===== config.mk =====
export PLATFORM = sky130hd
export DESIGN_NAME = chst_ctrl
export DESIGN_NICKNAME = d
export VERILOG_FILES = /design/src/rtl/chst_pkg.sv /design/src/rtl/chst_ctrl.sv
export SDC_FILE = /design/constraint.sdc
export NUM_CORES = 1
export LEC_CHECK = 0
export ABC_AREA = 1
export CAP_MARGIN = 20
export CELL_PAD_IN_SITES_DETAIL_PLACEMENT = 0
export CELL_PAD_IN_SITES_GLOBAL_PLACEMENT = 1
export CORE_AREA = 2 2 39 41
export DETAILED_ROUTE_END_ITERATION = 7
export DIE_AREA = 0 0 41 43
export DONT_BUFFER_PORTS = 1
export MAX_ROUTING_LAYER = met4
export PLACE_DENSITY = 0.5
export SLEW_MARGIN = 0
export SYNTH_ARGS = -nofsm -noshare
export SYNTH_HDL_FRONTEND = slang
export SYNTH_SLANG_ARGS = --single-unit

===== constraint.sdc =====
create_clock -name i_clk -period 1.3 [get_ports i_clk]
set_input_delay 0.26 -clock i_clk [delete_from_list [all_inputs] [get_ports i_clk]]
set_output_delay 0.26 -clock i_clk [all_outputs]
set_load 0.1 [all_outputs]

===== src/rtl/chst_pkg.sv =====
// ----------------------------------------------------------------------------
// chst_pkg
// Shared types and constants of the chained hash symbol table.
// ----------------------------------------------------------------------------
package chst_pkg;

    localparam int LINK_W         = 10;
    localparam int HASH_W         = 8;
    localparam int HEAD_CNT       = 256;
    localparam int NAME_HI_W      = 64;
    localparam int NAME_LO_W      = 32;
    localparam int NAME_W         = NAME_HI_W + NAME_LO_W;
    localparam int VALUE_W        = 16;
    localparam int BYTES_PER_STEP = 4;
    localparam int HASH_STEPS     = NAME_W / (8 * BYTES_PER_STEP);
    localparam int HCNT_W         = $clog2(HASH_STEPS);

    localparam logic OP_LOOKUP   = 1'b0;
    localparam logic OP_DEFINE   = 1'b1;
    localparam logic STATUS_OK   = 1'b0;
    localparam logic STATUS_FULL = 1'b1;

    typedef struct packed {
        logic load;
        logic hash_step;
        logic head_rd;
        logic ent_rd;
        logic follow;
        logic finish_hit;
        logic finish_miss;
    } t_cmd;

    typedef struct packed {
        logic hash_last;
        logic link_null;
        logic match;
    } t_sts;

endpackage


===== src/rtl/chst_ctrl.sv =====
// ----------------------------------------------------------------------------
// chst_ctrl
// Sequencer: hash, head read, then chain walk until hit or end of chain.
// ----------------------------------------------------------------------------
module chst_ctrl
    import chst_pkg::*;
(
    input  logic i_clk,
    input  logic i_rst_n,
    input  logic i_start,
    input  t_sts i_sts,
    output t_cmd o_cmd,
    output logic o_busy
);

    typedef enum logic [2:0] {
        S_IDLE,
        S_HASH,
        S_HEAD,
        S_CHK,
        S_CMP
    } t_state;

    t_state r_state, n_state;
    logic   r_busy, n_busy;

    always_comb begin
        o_cmd   = '0;
        n_state = r_state;
        n_busy  = r_busy;
        unique case (r_state)
            S_IDLE: begin
                o_cmd.load = i_start;
                if (i_start) begin
                    n_state = S_HASH;
                    n_busy  = 1'b1;
                end
            end
            S_HASH: begin
                o_cmd.hash_step = 1'b1;
                if (i_sts.hash_last) begin
                    n_state = S_HEAD;
                end
            end
            S_HEAD: begin
                o_cmd.head_rd = 1'b1;
                n_state       = S_CHK;
            end
            S_CHK: begin
                if (i_sts.link_null) begin
                    o_cmd.finish_miss = 1'b1;
                    n_state           = S_IDLE;
                    n_busy            = 1'b0;
                end else begin
                    o_cmd.ent_rd = 1'b1;
                    n_state      = S_CMP;
                end
            end
            S_CMP: begin
                if (i_sts.match) begin
                    o_cmd.finish_hit = 1'b1;
                    n_state          = S_IDLE;
                    n_busy           = 1'b0;
                end else begin
                    o_cmd.follow = 1'b1;
                    n_state      = S_CHK;
                end
            end
            default: begin
                n_state = S_IDLE;
                n_busy  = 1'b0;
            end
        endcase
    end

    always_ff @(posedge i_clk) begin
        if (!i_rst_n) begin
            r_state <= S_IDLE;
            r_busy  <= 1'b0;
        end else begin
            r_state <= n_state;
            r_busy  <= n_busy;
        end
    end

    assign o_busy = r_busy;

endmodule


* After elaboration in Yosys (flattened, before gate mapping) *
Cells that the tools add are included.

operators by class
  equal/unequal tests = 8
  multiplexer cells = 19
  bitwise gates (word level) = 1
  reductions and logical operators = 4

operators with widths
  operator                                        count
  case mux 3 bit (5 select lines)                 1
  two-way mux 1 bit                               12
  two-way mux 3 bit                               3
  != test 2 bit (second input constant)           4
  == test 3 x 2 -> 1 bit (second input constant)  2
  two-way mux 2 bit                               2
  case mux 1 bit (4 select lines)                 1
  AND reduction 4 bit                             1
  == test 3 x 1 -> 1 bit (second input constant)  1
  == test 3 bit (second input constant)           1
  zero test 3 bit                                 1
  AND reduction 2 bit                             1
  OR reduction 2 bit                              1
  inverter 1 bit                                  1

word-level totals
  flip-flop bits (word level) = 4
  input port bits = 6
  output and inout port bits = 8
  word-level logic and storage cells = 34

* Logic depth before layout (Yosys ltp) *
Gate-level depths: netlist (run 1).

  depth after elaboration = 4
  mapped depth = 8
  depth with buffers taken out = 8

* Least setup slack after synthesis (run 1) *
OpenSTA, ideal clock, no wires.

  kind = register to output
  from = reg r_state[2]
  to = out o_cmd[1] in the netlist's numbering
  arrival = 3.278 ns
  required time = 1.040 ns
  slack = -2.238 ns
  cell stages (with the launch flop) = 3
  buffers on the path = 0
  cell sequence = dfxtp_1 -> inv_2 -> nor4_1

RTL lines
  item                    line             source
  from (decl)             chst_ctrl.sv:24  t_state r_state, n_state;
  from (signal assigned)  chst_ctrl.sv:81  r_state <= n_state;
  to (decl)               chst_ctrl.sv:12  output t_cmd o_cmd,

==> run_results.csv, run 1 <==
group,metric,value,unit
logic_synthesis,synth_top_area_cell,"dfxtp_1",
status,status,"complete, but fails checks",
timing,finClkSkew,1.40,ps
logic_synthesis,netlist_top_cells_area,"dfxtp_1 (33%), inv_1 (17%), nand3_1 (12%)",
worst_hold_path,hold_start,"i_rst_n",
status,violations,"negative setup slack",
layout,num-nets-final,67,
drt,dr.pass1.iters,4,
place,dpl.hpwl,544,µm
drt,drc,0,
critical_path,max_stage_delay,330,ps
global_routing,grt.total_usage,0.0969,
critical_path,path_max_fanout,4,
critical_path,arrival,1200,ps
timing,slew_headroom,0.809,
worst_hold_path,hold_class,"primary input to flop",
layout,final_cells,75,
die,die-area,1760,µm²
die,die_h,43,µm
place,pre_cts_ws,20.5,ps
logic_synthesis,synthAdderAreaFrac,0,
clock_network,cts_root_buf,"clkbuf_4",
clock_network,hold_buffers,0,
logic_synthesis,synth-xor-area-share,0,
timing,holdWs,163,ps
logic_synthesis,syn_nets,48,
drt,finalWirelength,689,µm
drt,vias,309,
timing,rsz0062_at_grt,"true",
global_routing,grt_max_degree,6,
logic_synthesis,synth_compound_area_frac,0.0622,
place,dp.cells,69,
logic_synthesis,ys_seq_area_frac,0.332,
global_routing,antenna_found_initial,0,
drt,dr.first_iter.drc_count,5,
clock_network,clockBufferDepth,2,
die,start_util,0.175,
logic_synthesis,synthCells,42,
timing,setup_tns,-611,ps
critical_path,path_buf_inv,2,
power,finalPower,0.823,mW
die,die_x,41,µm
critical_path,startpoint,"r_state[0]",
critical_path,critical-path-slowest-cell,"dfxtp_2",
logic_synthesis,synth_cell_types,11,
global_routing,grt_pass1_vias,320,
power,power.share.switching,0.487,
global_routing,grt.overflow.total,0,
timing,max_freq,684,MHz
power,clkPwrFrac,0.181,
timing,finalCriticalPeriod,1460,ps
power,p_per_area,1420,nW/µm²
critical_path,critical_path_class,"flop to primary output",
layout,stdcell_area,579,µm²
timing,drv_slew,0,
power,comb_power_share,0.623,
power,p_int,0.423,mW
critical_path,cp-start-kind,"flop",
layout,syn_to_final_growth,140,%
place,place_area,472,µm²
timing,worst_slew_pin_slew,287,ps
place,port_buffers,0,
clock_network,htreeDepth,1,
power,p_seq_frac,0.195,
logic_synthesis,synth_top_family_by_area,"simple AND/OR/NAND/NOR gates",
clock_network,cts_sinks,4,
logic_synthesis,synth.top_cell.area_share,0.332,
layout,diodes,0,
timing,finalCritPeriodShare,1.12,
die,rows,14,
power,leakagePower,0.234,nW
critical_path,worst_setup_path_end_kind,"primary output",
clock_network,clkTransAtPathRegs,40,ps
critical_path,crit_chain,"buf_6 > nor4_4 > buf_12",
power,p_switching,0.401,mW
power,max-vdd-ir-drop,1250,µV
global_routing,grt_first_pass_wirelength,1150,µm
clock_network,cts-buffers-inserted,3,
clock_network,clk_latency,230,ps
drt,wire_per_inst,9.19,µm
timing,worst_slack,-162,ps
logic_synthesis,ys_seq_elements,4,
layout,mostFrequentLayoutCells,"inv_1 (7), buf_12 (7), buf_4 (5)",
layout,postLayoutCoreUtil,0.419,
die,core,1380,µm²
die,num_io_pins,14,
logic_synthesis,synth.area.mux_share,0,
timing,finalSetupViolations,7,
layout,drive_gt1_frac,0.610,
place,place_congestion,0.726,
logic_synthesis,synthesis.area_per_instance,5.75,µm²
drt,routed_via_density,4.12,
logic_synthesis,yosysWarnings,0,
critical_path,worstPathRequired,1040,ps
critical_path,timing.rr.start,"r_state[2]",
run,drv_cap,0,
timing,hold_violations,0,
clock_network,tritoncts,"yes",
logic_synthesis,synthSimpleGateAreaFrac,0.420,
critical_path,cp_top_family,"flip-flops",
drt,ant_nets,0,
logic_synthesis,netlist_area,241,µm²
-- layout make-up --
type                    instances  area (µm²)
clock buffers                   3        22.5
repair buffers                 14         200
well taps                      16        20.0
multi-input cells              26         183
inverters                      12        65.1
flip-flops and latches          4        88.8
fillers                       143         805
-- cell usage after synthesis, drive strengths merged --
master	n
a21oi	2
nand3	6
nor3	2
nor4	1
inv	12
nor2	8
o21ai	1
dfxtp	4
nand2	6
-- routing by layer --
metal  GRT usage  vias up  share of wire
met5           -        -              0
met4           0        0              0
met3      0.0524        0          0.065
met2       0.169       11           0.54
met1      0.0971      136           0.39
li1            -      162              -
-- path summary, 6_finish.rpt --
kind | endpoint | slack (ps) | cells after the start
setup / recovery | o_cmd[1] | -160 | 3
hold / removal | o_busy | 160 | 2
setup reg to reg | o_busy | 90 | 8
hold reg to reg | r_state[2] | 710 | 4
-- cells by family (layout without fill, tap and decap cells) --
family | count (synthesis) | count (layout)
AOI/OAI and AO/OA | 3 | 3
buffers and inverters | 12 | 29
DFF | 4 | 4
and+or+nand+nor | 23 | 23
-- what timing repair did --
item,in CTS,in global routing
gates resized for setup,10,7
buffers inserted,3,0
pin swaps,2,3
endpoints found under the setup margin,7,8
-- flip-flops by register name (all words and copies together) (netlist names) --
signal	count
r_state	3
o_busy	1
-- power groups by stage --
stage | clock network [mW] | registers, mW | logic (mW)
2_1_floorplan | 0 | 0.228 | 0.256
3_3_place_gp | 0 | 0.160 | 0.462
3_5_place_dp | 0 | 0.160 | 0.463
4_1_cts | 0.154 | 0.158 | 0.500
5_1_grt | 0.166 | 0.164 | 0.543
6_report | 0.149 | 0.161 | 0.513
(Power assumes the default switching activity.)
==> run 2, diff against run 1 <==
--- a/constraint.sdc
+++ b/constraint.sdc
@@ -3,2 +3,2 @@
 set_output_delay 0.26 -clock i_clk [all_outputs]
-set_load 0.1 [all_outputs]
+set_load 0.01 [all_outputs]
==> run_results.csv, run 2 (same netlist as run 1, synthesis figures left out) <==
group,metric,value,unit
clock_network,clockBufferDepth,2,
timing,worst_slew_pin_slew,371,ps
timing,finalCriticalPeriod,1270,ps
critical_path,r2r-end,"o_busy",
layout,drive_gt1_frac,0.340,
die,die-area,1760,µm²
layout,largest_register,"r_state",
timing,finClkSkew,1.43,ps
critical_path,worst_setup_path_end_kind,"primary output",
power,p_per_area,1510,nW/µm²
layout,num-nets-final,55,
drt,dr.pass1.iters,4,
place,pre_cts_ws,148,ps
global_routing,grt_first_pass_wirelength,917,µm
layout,mostFrequentLayoutCells,"inv_1 (9), nand3_1 (6), nand2_1 (5), nor2_1 (5)",
global_routing,antenna_found_initial,0,
critical_path,cp_top_family,"flip-flops",
clock_network,cts_root_buf,"clkbuf_4",
global_routing,grt.overflow.total,0,
critical_path,rrSetupSlack,210,ps
global_routing,grt_max_degree,6,
worst_hold_path,worstHoldPathCells,2,
layout,fillers,172,
power,leakagePower,0.179,nW
die,die_h,43,µm
worst_hold_path,hold_class,"primary input to flop",
drt,vias,267,
critical_path,worstPathRequired,1040,ps
timing,slew_headroom,0.751,
critical_path,critical-path-slowest-cell,"dfxtp_2",
critical_path,critical_path_class,"flop to primary output",
run,drv_cap,0,
die,die_x,41,µm
drt,ant_nets,0,
die,core,1380,µm²
status,status,"completed",
die,num_io_pins,14,
timing,drv_slew,0,
layout,largest_reg_flops,3,
drt,wire_per_inst,9.98,µm
place,place_congestion,0.715,
clock_network,htreeDepth,1,
place,port_buffers,0,
layout,syn_to_final_growth,34.2,%
drt,routed_via_density,4.24,
critical_path,timing.rr.start,"r_state[1]",
timing,holdWs,138,ps
place,dp.cells,60,
die,rows,14,
timing,finalSetupViolations,0,
critical_path,path_buf_inv,0,
worst_hold_path,holdPathEnd,"o_busy",
worst_hold_path,hold_start,"i_rst_n",
critical_path,cp-start-kind,"flop",
clock_network,clkTransAtPathRegs,40,ps
die,start_util,0.175,
timing,setup_tns,0,ps
power,finalPower,0.488,mW
clock_network,cts-buffers-inserted,3,
critical_path,max_stage_delay,380,ps
timing,max_freq,789,MHz
timing,worst_slack,32.4,ps
global_routing,grt_pass1_vias,237,
critical_path,crit_chain,"nand2_1 > nor3_1",
timing,finalCritPeriodShare,0.975,
clock_network,tritoncts,"yes",
power,max-vdd-ir-drop,261,µV
global_routing,grt.total_usage,0.0812,
drt,dr.first_iter.drc_count,4,
drt,finalWirelength,629,µm
critical_path,rr_worst_depth,7,
drt,drc,0,
layout,final_common_cell,"inv_1",
place,dpl.hpwl,505,µm
timing,hold_violations,0,
timing,rsz0062_at_grt,"true",
critical_path,arrival,1010,ps
layout,diodes,0,
critical_path,path_max_fanout,5,
clock_network,cts_sinks,4,
clock_network,clk_latency,240,ps
layout,final_cells,63,
[run 2: cell count changes in the layout (fill, tap and decap cells not counted), moves of 2 or more]
cell and change:
buf_6 -2, clkinvlp_4 -4, nand3_1 +3, buf_12 -7, inv_2 +2, buf_4 -3, inv_1 +2, nand3_2 -2
dfxtp_4 -2, dfxtp_2 +2
[run 2: power breakdown]
part | internal (mW) | switching (mW)
combinational | 0.0597 | 0.0919
clock | 0.104 | 0.0574
sequential | 0.146 | 0.0298
total | 0.309 | 0.179
[run 2: what timing repair did]
item,CTS,global route
pin swaps,0,1
endpoints found under the setup margin,2,6
resized for setup,3,8
hold buffers,0,0
buffers inserted,0,0
[run 2: layer usage]
metal  routed length [µm]  global-route usage  up-vias
li1                     -                   -      137
met1                  244              0.0833      117
met2                  329               0.128       11
met3                   34              0.0157        2
met4                   20              0.0600        0
met5                    0                   -        -
[run 2: final cells by class]
| class | count | area (µm²) | share of cell area |
|---|---|---|---|
| Clock buffer | 3 | 22.5 | 0.0695 |
| Inverter | 12 | 47.5 | 0.147 |
| Multi-Input combinational cell | 26 | 135 | 0.417 |
| Sequential cell | 4 | 83.8 | 0.259 |
| Tap cell | 16 | 20.0 | 0.0618 |
| Timing Repair Buffer | 2 | 15.0 | 0.0463 |
[run 2: stage by stage]
| step | utilization | cell area [µm²] |
|---|---|---|
| 2_1_floorplan | - | 241 |
| 3_3_place_gp | 0.200 | 277 |
| 3_5_place_dp | 0.200 | 277 |
| 4_1_cts | 0.221 | 305 |
| 5_1_grt | 0.234 | 324 |
| 6_report | 0.234 | 324 |
[run 2: worst max-delay path by stage]
stage	from	end	slack (ps)	cells past startpoint
2_1_floorplan	r_state[2]	o_cmd[1]	210	2
3_3_place_gp	r_state[0]	o_busy	150	6
3_5_place_dp	r_state[0]	o_busy	150	6
4_1_cts	r_state[2]	o_cmd[1]	-3	3
5_1_grt	r_state[0]	o_cmd[3]	-20	4
6_report	r_state[1]	o_cmd[0]	30	2
==> run 3, diff against run 2 <==
CELL_PAD_IN_SITES_DETAIL_PLACEMENT = 1   (was 0)
CELL_PAD_IN_SITES_GLOBAL_PLACEMENT = 2   (was 1)
PLACE_DENSITY = 0.61   (was 0.5)
==> run_results.csv, run 3 (same netlist as run 1, synthesis figures left out) <==
group,metric,value,unit
critical_path,cp-start-kind,"flop",
place,port_buffers,0,
power,max-vdd-ir-drop,429,µV
worst_hold_path,hold_class,"primary input to flop",
timing,worst_slew_pin_slew,234,ps
critical_path,arrival,990,ps
critical_path,critical_path_class,"flop to primary output",
drt,wire_per_inst,10.5,µm
clock_network,post_cts_buffers,0,
layout,num-nets-final,55,
clock_network,clk_latency,230,ps
critical_path,worst_setup_path_end_kind,"primary output",
place,dp.cells,60,
clock_network,hold_buffers,0,
die,rows,14,
timing,max_freq,797,MHz
clock_network,clockBufferDepth,2,
drt,drc,0,
timing,drv_slew,0,
clock_network,cts_sinks,4,
die,start_util,0.175,
power,p_int,0.308,mW
layout,final_cells,63,
power,comb_power_share,0.315,
layout,final_common_cell,"inv_1",
place,place_area,277,µm²
status,status,"completed",
layout,stdcell_area,332,µm²
global_routing,grt_max_degree,6,
timing,rsz0062_at_grt,"true",
critical_path,worstPathRequired,1040,ps
run,drv_cap,0,
die,die_h,43,µm
drt,dr.first_iter.drc_count,3,
layout,syn_to_final_growth,37.3,%
timing,holdWs,147,ps
global_routing,grt_pass1_vias,269,
critical_path,path_max_fanout,5,
drt,ant_nets,0,
power,leakagePower,0.179,nW
layout,diodes,0,
drt,routed_via_density,4.32,
power,power.share.switching,0.360,
global_routing,grt.total_usage,0.0927,
clock_network,cts-buffers-inserted,3,
timing,hold_violations,0,
drt,vias,272,
drt,finalWirelength,664,µm
global_routing,antenna_found_initial,0,
power,p_per_area,1450,nW/µm²
layout,largest_register,"r_state",
clock_network,tritoncts,"yes",
place,place_congestion,0.701,
timing,finalCritPeriodShare,0.965,
die,num_io_pins,14,
place,dpl.hpwl,512,µm
global_routing,grt.overflow.total,0,
layout,fillers,183,
die,die-area,1760,µm²
die,die_x,41,µm
timing,finalCriticalPeriod,1250,ps
die,core,1380,µm²
timing,finClkSkew,0.182,ps
timing,finalSetupViolations,0,
drt,dr.pass1.iters,2,
power,p_seq_frac,0.362,
layout,largest_reg_flops,3,
power,clkPwrFrac,0.323,
critical_path,rrSetupSlack,210,ps
clock_network,cts_root_buf,"clkbuf_4",
clock_network,clkTransAtPathRegs,40,ps
clock_network,htreeDepth,1,
global_routing,grt_first_pass_wirelength,1010,µm
layout,drive_gt1_frac,0.426,
layout,mostFrequentLayoutCells,"inv_1 (8), nand3_1 (6), nor2_2 (4), nand2_1 (4), nor2_1 (4)",
layout,regArea,86.3,µm²
layout,multiInputGateArea,140,µm²
timing,slew_headroom,0.843,
layout,postLayoutCoreUtil,0.240,
power,p_switching,0.173,mW
## run 3: routing by layer
metal  global-route usage  part of all wire
met1               0.0968              0.43
met2                0.128              0.48
met3               0.0681             0.093
met4               0.0400                 0
met5                    -                 0
## run 3: metrics by stage
stage | TNS [ps] | power [mW] | setup slack (ps)
floorplan | 0 | 0.273 | 213
global placement | 0 | 0.313 | 132
detailed placement | 0 | 0.311 | 145
CTS | -9.01 | 0.483 | -4.34
global route | -42.3 | 0.528 | -25.4
finish | 0 | 0.481 | 45.9
## run 3: critical path, cell delays in order (launching register included)
cell and delay (ps):
dfxtp_4 350, nor4_2 250, buf_4 160
## run 3: final timing paths
check / startpoint / endpoint / depth (start not counted)
hold / removal: i_rst_n / o_busy / 2
hold reg to reg: o_busy / o_busy / 2
setup / recovery: r_state[0] / o_cmd[1] / 2
setup reg to reg: r_state[2] / o_busy / 7
## run 3: power by group through the flow
stage	clock, mW	sequential (mW)	combinational [mW]
floorplan	0	0.163	0.109
global placement	0	0.169	0.144
detailed placement	0	0.168	0.143
CTS	0.164	0.169	0.149
global route	0.171	0.178	0.179
finish	0.155	0.174	0.152
## run 3: area by class of cell
class,instances,area share
inverter,12,0.143
timing repair buffer,2,0.0453
multi-input combinational,26,0.423
tap,16,0.0604
sequential,4,0.260
clock buffer,3,0.0679
## run 3: repair_timing
action	in CTS	in global routing
pin swaps	0	1
setup endpoints to repair	3	6
resized for setup	4	11
